### config.mk
export PLATFORM = sky130hd
export DESIGN_NAME = hid_response_packet_framer_top
export DESIGN_NICKNAME = d
export VERILOG_FILES = /design/src/hdl/rpf_pkg.sv /design/src/hdl/rpf_builder.sv /design/src/hdl/rpf_drain.sv /design/src/hdl/hid_response_packet_framer_top.sv
export SDC_FILE = /design/constraint.sdc
export NUM_CORES = 2
export LEC_CHECK = 0
export ABC_AREA = 1
export BUFFER_PORTS_ARGS = -buffer_cell sky130_fd_sc_hd__buf_2
export CAP_MARGIN = 20
export CORE_ASPECT_RATIO = 1.75
export CORE_MARGIN = 2
export CORE_UTILIZATION = 31
export CTS_CLUSTER_DIAMETER = 50
export DETAILED_ROUTE_END_ITERATION = 6
export SLEW_MARGIN = 30
export SYNTH_ARGS = -nofsm -noshare
export SYNTH_HDL_FRONTEND = slang
export SYNTH_SLANG_ARGS = --single-unit
### constraint.sdc
create_clock -name clock -period 19.75 [get_ports clock]
set_input_delay 2.9625 -clock clock [delete_from_list [all_inputs] [get_ports clock]]
set_output_delay 2.9625 -clock clock [all_outputs]
set_load 0.01 [all_outputs]
### src/hdl/rpf_pkg.sv
package rpf_pkg;

   // Packet store geometry
   localparam int STORE_BYTES = 64;
   localparam int BEAT_COUNT  = 8;
   localparam int BEAT_BITS   = 64;
   localparam int OFF_W       = $clog2(STORE_BYTES);
   localparam int BEAT_W      = $clog2(BEAT_COUNT);

   // Header sizes
   localparam int INIT_HDR = 7;
   localparam int CONT_HDR = 5;

   // Packet counter saturation
   localparam int CNT_MAX = 255;

   // Defaults for top-level parameters
   localparam int DEF_PACKET_BYTES = 64;
   localparam int DEF_MAX_SEQ      = 127;

   // Request command codes
   localparam logic [1:0] CMD_BYTE  = 2'd0;
   localparam logic [1:0] CMD_LAST  = 2'd1;
   localparam logic [1:0] CMD_EMPTY = 2'd2;
   localparam logic [1:0] CMD_NONE  = 2'd3;

   typedef logic [STORE_BYTES-1:0][7:0] store_type;

   // Builder to drain handoff
   typedef struct packed {
      logic      load;
      logic      seq_err;
      store_type data;
   } emit_type;

endpackage

### src/hdl/rpf_builder.sv
module rpf_builder
   import rpf_pkg::*;
#(
   parameter int PACKET_BYTES = DEF_PACKET_BYTES,
   parameter int MAX_SEQ      = DEF_MAX_SEQ
) (
   input  logic        clock,
   input  logic        reset,
   input  logic        req_valid,
   output logic        req_ready,
   input  logic [1:0]  req_command,
   input  logic [7:0]  req_data_byte,
   input  logic [31:0] req_channel_id,
   input  logic [7:0]  req_message_cmd,
   input  logic [12:0] req_message_len,
   input  logic        drain_free,
   output emit_type    emit
);

   localparam logic [7:0] SeqLimit = 8'(MAX_SEQ + 1);

   store_type        store_ff, store_in, store_new;
   logic [OFF_W-1:0] off_ff, off_in;
   logic [7:0]       cnt_ff, cnt_in;
   logic             drop_ff, drop_in;

   logic             hdr_needed, init_pkt, seq_over, active;
   logic             is_app, is_flush, err, hdr_write, byte_write, full, pkt;
   logic             will_emit, accept;
   logic [OFF_W-1:0] pos;
   logic [OFF_W:0]   off_after;

   // Decode of the incoming transaction against current state
   always_comb begin
      hdr_needed = (off_ff == '0);
      init_pkt   = (cnt_ff == '0);
      seq_over   = (cnt_ff > SeqLimit);
      is_app     = (req_command == CMD_BYTE) || (req_command == CMD_LAST);
      is_flush   = (req_command == CMD_LAST) || (req_command == CMD_EMPTY);
      active     = (req_command != CMD_NONE) && !drop_ff;
      err        = active && hdr_needed && seq_over;
      hdr_write  = active && hdr_needed && !seq_over;
      if (!hdr_needed) begin
         pos = off_ff;
      end else if (init_pkt) begin
         pos = OFF_W'(INIT_HDR);
      end else begin
         pos = OFF_W'(CONT_HDR);
      end
      byte_write = active && is_app && !err;
      off_after  = {1'b0, pos} + {{OFF_W{1'b0}}, 1'b1};
      full       = byte_write && (off_after >= (OFF_W+1)'(PACKET_BYTES));
      pkt        = active && !err && (is_flush || full);
      will_emit  = err || pkt;
      req_ready  = !will_emit || drain_free;
      accept     = req_valid && req_ready;
   end

   // Store contents after header and byte writes
   always_comb begin
      store_new = store_ff;
      if (hdr_write) begin
         store_new[0] = req_channel_id[31:24];
         store_new[1] = req_channel_id[23:16];
         store_new[2] = req_channel_id[15:8];
         store_new[3] = req_channel_id[7:0];
         if (init_pkt) begin
            store_new[4] = req_message_cmd;
            store_new[5] = {3'b000, req_message_len[12:8]};
            store_new[6] = req_message_len[7:0];
         end else begin
            store_new[4] = cnt_ff - 8'd1;
         end
      end
      for (int i = 0; i < STORE_BYTES; i++) begin
         if (byte_write && (pos == OFF_W'(i))) begin
            store_new[i] = req_data_byte;
         end
      end
   end

   // Next state
   always_comb begin
      store_in = store_ff;
      off_in   = off_ff;
      cnt_in   = cnt_ff;
      drop_in  = drop_ff;
      if (accept) begin
         if (is_flush) begin
            store_in = '0;
            off_in   = '0;
            cnt_in   = '0;
            drop_in  = 1'b0;
         end else if (err) begin
            drop_in = 1'b1;
         end else if (active) begin
            if (full) begin
               store_in = '0;
               off_in   = '0;
               if (cnt_ff != 8'(CNT_MAX)) begin
                  cnt_in = cnt_ff + 8'd1;
               end
            end else begin
               store_in = store_new;
               off_in   = off_after[OFF_W-1:0];
            end
         end
      end
   end

   // Handoff to the drain buffer
   always_comb begin
      emit.load    = accept && will_emit;
      emit.seq_err = err;
      emit.data    = err ? '0 : store_new;
   end

   always_ff @(posedge clock) begin
      if (reset) begin
         store_ff <= '0;
         off_ff   <= '0;
         cnt_ff   <= '0;
         drop_ff  <= 1'b0;
      end else begin
         store_ff <= store_in;
         off_ff   <= off_in;
         cnt_ff   <= cnt_in;
         drop_ff  <= drop_in;
      end
   end

endmodule

### src/hdl/rpf_drain.sv
module rpf_drain
   import rpf_pkg::*;
(
   input  logic                 clock,
   input  logic                 reset,
   input  emit_type             emit,
   output logic                 drain_free,
   output logic                 rsp_valid,
   input  logic                 rsp_ready,
   output logic [BEAT_BITS-1:0] rsp_beat_data,
   output logic [BEAT_W-1:0]    rsp_beat_index,
   output logic                 rsp_beat_last,
   output logic                 rsp_seq_error
);

   logic [BEAT_COUNT-1:0][BEAT_BITS-1:0] rows_ff, rows_in;
   logic                                 busy_ff, busy_in;
   logic                                 err_ff, err_in;
   logic [BEAT_W-1:0]                    beat_ff, beat_in;
   logic                                 take;

   // Output view: beat 0 of the shift line
   always_comb begin
      rsp_valid      = busy_ff;
      rsp_beat_data  = rows_ff[0];
      rsp_beat_index = beat_ff;
      rsp_beat_last  = err_ff || (beat_ff == BEAT_W'(BEAT_COUNT - 1));
      rsp_seq_error  = err_ff;
      take           = busy_ff && rsp_ready;
      drain_free     = !busy_ff || (take && rsp_beat_last);
   end

   // Load a packet or shift out one beat per transaction
   always_comb begin
      rows_in = rows_ff;
      busy_in = busy_ff;
      err_in  = err_ff;
      beat_in = beat_ff;
      if (emit.load) begin
         rows_in = emit.data;
         busy_in = 1'b1;
         err_in  = emit.seq_err;
         beat_in = '0;
      end else if (take) begin
         if (rsp_beat_last) begin
            busy_in = 1'b0;
         end else begin
            beat_in = beat_ff + BEAT_W'(1);
            for (int k = 0; k < BEAT_COUNT - 1; k++) begin
               rows_in[k] = rows_ff[k+1];
            end
            rows_in[BEAT_COUNT-1] = '0;
         end
      end
   end

   always_ff @(posedge clock) begin
      if (reset) begin
         busy_ff <= 1'b0;
         err_ff  <= 1'b0;
         beat_ff <= '0;
      end else begin
         busy_ff <= busy_in;
         err_ff  <= err_in;
         beat_ff <= beat_in;
      end
      rows_ff <= rows_in;
   end

endmodule

### src/hdl/hid_response_packet_framer_top.sv
// The beats of a packet start in the cycle after the transaction that completes or flushes it.
// Throughput: one request transaction per cycle unless stalled; a packet drains as eight
// beats, one per cycle while rsp_ready is high. The request side stalls only when a packet
// or error is ready while the previous packet's beats still occupy the single drain buffer.
// Reset: synchronous, active high; clears the packet store to zero and all counters and flags.
module hid_response_packet_framer_top
   import rpf_pkg::*;
#(
   parameter int PACKET_BYTES = DEF_PACKET_BYTES,
   parameter int MAX_SEQ      = DEF_MAX_SEQ
) (
   input  logic                 clock,
   input  logic                 reset,
   input  logic                 req_valid,
   output logic                 req_ready,
   input  logic [1:0]           req_command,
   input  logic [7:0]           req_data_byte,
   input  logic [31:0]          req_channel_id,
   input  logic [7:0]           req_message_cmd,
   input  logic [12:0]          req_message_len,
   output logic                 rsp_valid,
   input  logic                 rsp_ready,
   output logic [BEAT_BITS-1:0] rsp_beat_data,
   output logic [BEAT_W-1:0]    rsp_beat_index,
   output logic                 rsp_beat_last,
   output logic                 rsp_seq_error
);

   emit_type emit;
   logic     drain_free;

   rpf_builder #(
      .PACKET_BYTES (PACKET_BYTES),
      .MAX_SEQ      (MAX_SEQ)
   ) u_builder (
      .clock           (clock),
      .reset           (reset),
      .req_valid       (req_valid),
      .req_ready       (req_ready),
      .req_command     (req_command),
      .req_data_byte   (req_data_byte),
      .req_channel_id  (req_channel_id),
      .req_message_cmd (req_message_cmd),
      .req_message_len (req_message_len),
      .drain_free      (drain_free),
      .emit            (emit)
   );

   rpf_drain u_drain (
      .clock          (clock),
      .reset          (reset),
      .emit           (emit),
      .drain_free     (drain_free),
      .rsp_valid      (rsp_valid),
      .rsp_ready      (rsp_ready),
      .rsp_beat_data  (rsp_beat_data),
      .rsp_beat_index (rsp_beat_index),
      .rsp_beat_last  (rsp_beat_last),
      .rsp_seq_error  (rsp_seq_error)
   );

`ifndef ASSERT_OFF
   // Error transaction is a single zero beat
   a_err_beat: assert property (@(posedge clock) disable iff (reset)
      rsp_valid && rsp_seq_error |->
         rsp_beat_last && (rsp_beat_data == '0) && (rsp_beat_index == '0))
      else $error("error result is not a single zero beat");

   // Beats of a packet follow in order
   a_beat_order: assert property (@(posedge clock) disable iff (reset)
      rsp_valid && rsp_ready && !rsp_beat_last |=>
         rsp_valid && (rsp_beat_index == BEAT_W'($past(rsp_beat_index) + 1'b1)))
      else $error("packet beat sequence broken");

   // Drain buffer is never overwritten while beats remain
   a_load_free: assert property (@(posedge clock) disable iff (reset)
      emit.load |-> drain_free)
      else $error("drain buffer loaded while busy");
`endif

endmodule

==> impl_summary.md <==
Clock tree
Clock tree synthesis found a total of ~1,000 sinks. The number of CTS-inserted buffers is 98. The number of buffers on the longest clock path is 3. Once the clock tree was built, the resizer swapped 0 gates to a different size.

The buffers inserted during post-CTS setup optimization is 0. After clock tree synthesis, the flow added hold-fix buffers numbering 0. Clock tree synthesis selected as its root buffer the cell sky130_fd_sc_hd__clkbuf_16. The total number of H-tree levels is 3.

The clock input transition at the sequential cells of the worst setup and hold paths is 0.06 ns. The latest clock arrival within the worst-skew pair is around 0.73 ns. TritonCTS built the clock tree.

Setup path
The launch point of the worst reg-to-reg path is u_builder.cnt_ff[0]. The worst setup path is captured at a register. The required time at the worst-slack endpoint is a little over 20 ns. In this run the worst setup path begins at req_command[0]. For flop-to-flop paths, the worst setup slack is 12.79 ns. Of all nets on the critical path, the largest fanout is 190. The arrival time at the worst endpoint is between 9 and 10 ns. The critical path is of the in2reg type. The startpoint type of the worst setup path is an input pin.

Logic synthesis
The post-synthesis cell type with the largest combined area is sky130_fd_sc_hd__edfxtp_1. The number of warnings issued by yosys is 0. In the post-synthesis netlist, the biggest area contributors are sky130_fd_sc_hd__edfxtp_1 (30%), sky130_fd_sc_hd__dfxtp_1 (21%), sky130_fd_sc_hd__nand2_1 (17%), sky130_fd_sc_hd__o21ai_0 (8.3%), sky130_fd_sc_hd__nand4_1 (6.4%). The number of synthesized flops with an enable pin is a little over 500. Synthesis produced a netlist whose cell count is 6,922. The cell area that synthesis handed to floorplanning was 0.05137 mm². The post-synthesis register bit count is 1,044. Of all flip-flops after synthesis, the portion carrying an async set or reset was 0%.

Counting every net in the synthesized netlist gives about 7,000. After synthesis, the mean cell area works out to roughly 7.4 µm². By count the netlist is led by sky130_fd_sc_hd__nand2_1 (2,394), sky130_fd_sc_hd__o21ai_0 (851), sky130_fd_sc_hd__nor2_1 (656).

The most common cell in the synthesized netlist is sky130_fd_sc_hd__nand2_1. Sequential cells were found to cover slightly above 50% of the synthesized design area. The main flop type after synthesis is sky130_fd_sc_hd__dfxtp_1. After synthesis, the largest area contributor takes up 29.93% of total cell area. The number of different library cells used by synthesis comes to 34.

Cells and area
The layout cell share with drive strength beyond 1 is 5.853%. The core utilization of the finished layout is between 30% and 40%. In the final layout, the multi-input gates occupy 0.02055 mm². Relative to the synthesized area, the layout overhead comes to 9.663%. The layout filler cell count is 17,240. In the final design database the tool counted ~6,700 nets. Summing all flip-flop and latch instances after layout gives between 0.02 and 0.03 mm².

Floorplanning
The horizontal die dimension is between 300 and 400 µm. For this design the top-level I/O count stands at about 140. In this run the core area contains just under 200 standard-cell rows. The height of the die is between 500 and 600 µm.

The core region is 0.1647 mm². Once the floorplan was initialized, standard cells occupied a little under a third of the core. The floorplan die area is 0.1691 mm².

Place
Routability-driven placement finished with a final weighted congestion of 0.8237. The half-perimeter wire length of the detailed placement result is 89.64 mm. OpenSTA, run right after detailed placement, puts the worst setup slack at between 10 and 15 ns.

In this run the tool buffered the top-level ports with about 140 buffer cells.

STA
Setup repair after global routing left no endpoint under its margin. For the final routed database, the setup TNS stands at 0 ns. The tightest hold margin is 0.4252 ns.

The worst setup slack after layout is around 11 ns. The portion of the clock cycle consumed by the worst path in the final layout is between 40% and 50%. Timing would allow up to around 110 MHz.

The final-report max-slew violation count came to 0. The final period demand of the worst path is about 8.9 ns. The max-slew headroom at the worst pin is between 10% and 20%. Setup violations remaining at the end of the flow were counted as 0. The total count of hold-check failures in the final report is 0. The worst-margin pin slew is around 1.2 ns. Clock skew on the completed layout was measured at ~0.050 ns.

Route
The total wire length is ~160 mm. The detailed-router iteration count before antenna repair is 7. The antenna violation net count after detailed routing is 0.

In the routed layout, each cell is associated on average with a via count of roughly 5.1. The via count is ~46,000. The mean routed wirelength per cell is roughly 18 µm. In this run, the number of DRC markers left after iteration 0 of detailed routing was 3,942. The DRC violation count after routing is 3.

Status
The final reports fail on design-rule violations. The run finished, with violations left.

Global routing
The pin count of the biggest net entering global routing is 195. The via count of the first global-routing pass is 44,720. The number of antenna violations at the first check in global routing is 4. The overall routing resource usage is between 15 and 20%. The residual overflow from global routing is 0.

The first-pass GRT wire length is about 250 mm.

Hold path
The startpoint of the most critical hold path is u_builder.store_ff[508]. The path class of the tightest hold or removal check is reg2reg.

Power and ir drop
The switching fraction of total power is approximately 30%. Per report_power, the clock group accounts for 36.5% of the total. The power density over cell area is between 90 and 100 mW/mm². The share of total power in sequential cells is between 40% and 50%.

The leakage dissipation is ~0.025 µW. Internal power comes to around 3900 µW. The peak ir drop on the vdd network is about 60 µV. The switching power total is 1630 µW. Per report_power, the combinational group accounts for roughly 17% of the total.

Flow run
Max-cap violations in this run came to 0.
## flip-flops by register name, summed over array words and instances (netlist names)
| signal | cells |
|---|---|
| u_builder.cnt_ff | 8 |
| u_drain.rsp_beat_index | 3 |
| u_drain.rsp_seq_error | 1 |
| u_builder.store_ff | 512 |
| u_drain.rows_ff | 448 |
| u_drain.rsp_valid | 1 |
| u_builder.off_ff | 6 |
| u_drain.rsp_beat_data | 64 |
| u_builder.drop_ff | 1 |
## critical path: stages
cell and delay, ns:
sky130_fd_sc_hd__buf_2 0.11, sky130_fd_sc_hd__ha_1 0.24, sky130_fd_sc_hd__or2_1 0.30, sky130_fd_sc_hd__nor2_2 0.25, sky130_fd_sc_hd__nand2_4 0.10, sky130_fd_sc_hd__nand2_4 0.14
sky130_fd_sc_hd__o21bai_2 0.13, sky130_fd_sc_hd__nand2_1 0.09, sky130_fd_sc_hd__nand2_2 0.14, sky130_fd_sc_hd__nand2_8 0.55, sky130_fd_sc_hd__buf_4 0.88, sky130_fd_sc_hd__buf_4 0.75
sky130_fd_sc_hd__nand4_1 0.37, sky130_fd_sc_hd__nand2_8 0.59, sky130_fd_sc_hd__buf_4 0.60, sky130_fd_sc_hd__buf_12 0.68, sky130_fd_sc_hd__nor2_1 0.13
## per-layer routing
| metal | global-route usage [%] | routed length, µm |
|---|---|---|
| met1 | 20.55 | 62720 |
| met2 | 32.96 | 79280 |
| met3 | 2.359 | 9316 |
| met4 | 10.98 | 9610 |
| met5 | 0 | 0 |
## layout by cell type (no fill, tap or decap), types with 4 or more instances in the layout
cell type,netlist,routed
sky130_fd_sc_hd__o21ai_0,851,851
sky130_fd_sc_hd__bufinv_16,0,8
sky130_fd_sc_hd__nand3_1,121,121
sky130_fd_sc_hd__nor2_2,1,10
sky130_fd_sc_hd__ha_1,7,7
sky130_fd_sc_hd__buf_4,68,60
sky130_fd_sc_hd__nand2_1,2394,2391
sky130_fd_sc_hd__inv_2,6,6
sky130_fd_sc_hd__clkinv_2,0,15
sky130_fd_sc_hd__clkbuf_8,0,14
sky130_fd_sc_hd__nand4_1,522,522
sky130_fd_sc_hd__nor3_1,4,4
sky130_fd_sc_hd__o21ai_1,60,60
sky130_fd_sc_hd__buf_6,0,8
sky130_fd_sc_hd__a21oi_1,47,47
sky130_fd_sc_hd__dfxtp_1,532,532
sky130_fd_sc_hd__clkbuf_16,0,103
sky130_fd_sc_hd__edfxtp_1,512,512
sky130_fd_sc_hd__buf_2,126,127
sky130_fd_sc_hd__buf_12,0,8
sky130_fd_sc_hd__inv_1,583,582
sky130_fd_sc_hd__clkinv_1,2,9
sky130_fd_sc_hd__nor2_1,656,647
sky130_fd_sc_hd__clkbuf_1,341,25
## power groups by stage
stage | registers [µW] | logic, µW | clock network, µW
detailed placement | 2600 | 936 | 0
global route | 2570 | 1070 | 2120
CTS | 2550 | 941 | 2050
finish | 2550 | 947 | 2010
floorplan | 2640 | 675 | 0
global placement | 2600 | 912 | 0
## layout make-up
cell class	count	share of cell area, %
sequential	1044	46.20
multi-input combinational	4687	36.48
clock buffer	142	5.084
tap	2189	4.862
inverter	591	3.943
timing repair buffer	207	2.545
clock inverter	43	0.8796
antenna	2	0.008885
## path summary, 6_finish.rpt
path                                                end  cells past startpoint
worst max register to register  u_builder.store_ff[392]                     18
worst min register to register  u_builder.store_ff[508]                      2
worst min-delay path            u_builder.store_ff[508]                      2
worst max-delay path            u_builder.store_ff[392]                     17
## metrics by stage
| stage | total power (µW) | std cells | cell area (µm²) |
|---|---|---|---|
| floorplan | 3318 | 6922 | 51370 |
| CTS | 5545 | 8900 | 56230 |
| finish | 5516 | 8905 | 56330 |
| global placement | 3510 | 8714 | 52810 |
| detailed placement | 3538 | 8715 | 52870 |
| global route | 5756 | 8904 | 56330 |
## cell families after synthesis
logic type      after synthesis  share of synthesized area, %
buf+inv                    1191                         9.507
xor+xnor                      5                       0.08527
flops                      1044                         50.66
compound gates              962                         9.402
mux                           2                       0.03897
simple gates               3711                         30.13
fa+ha+maj                     7                        0.1705
Note: power is estimated with default switching activity, not from simulation.
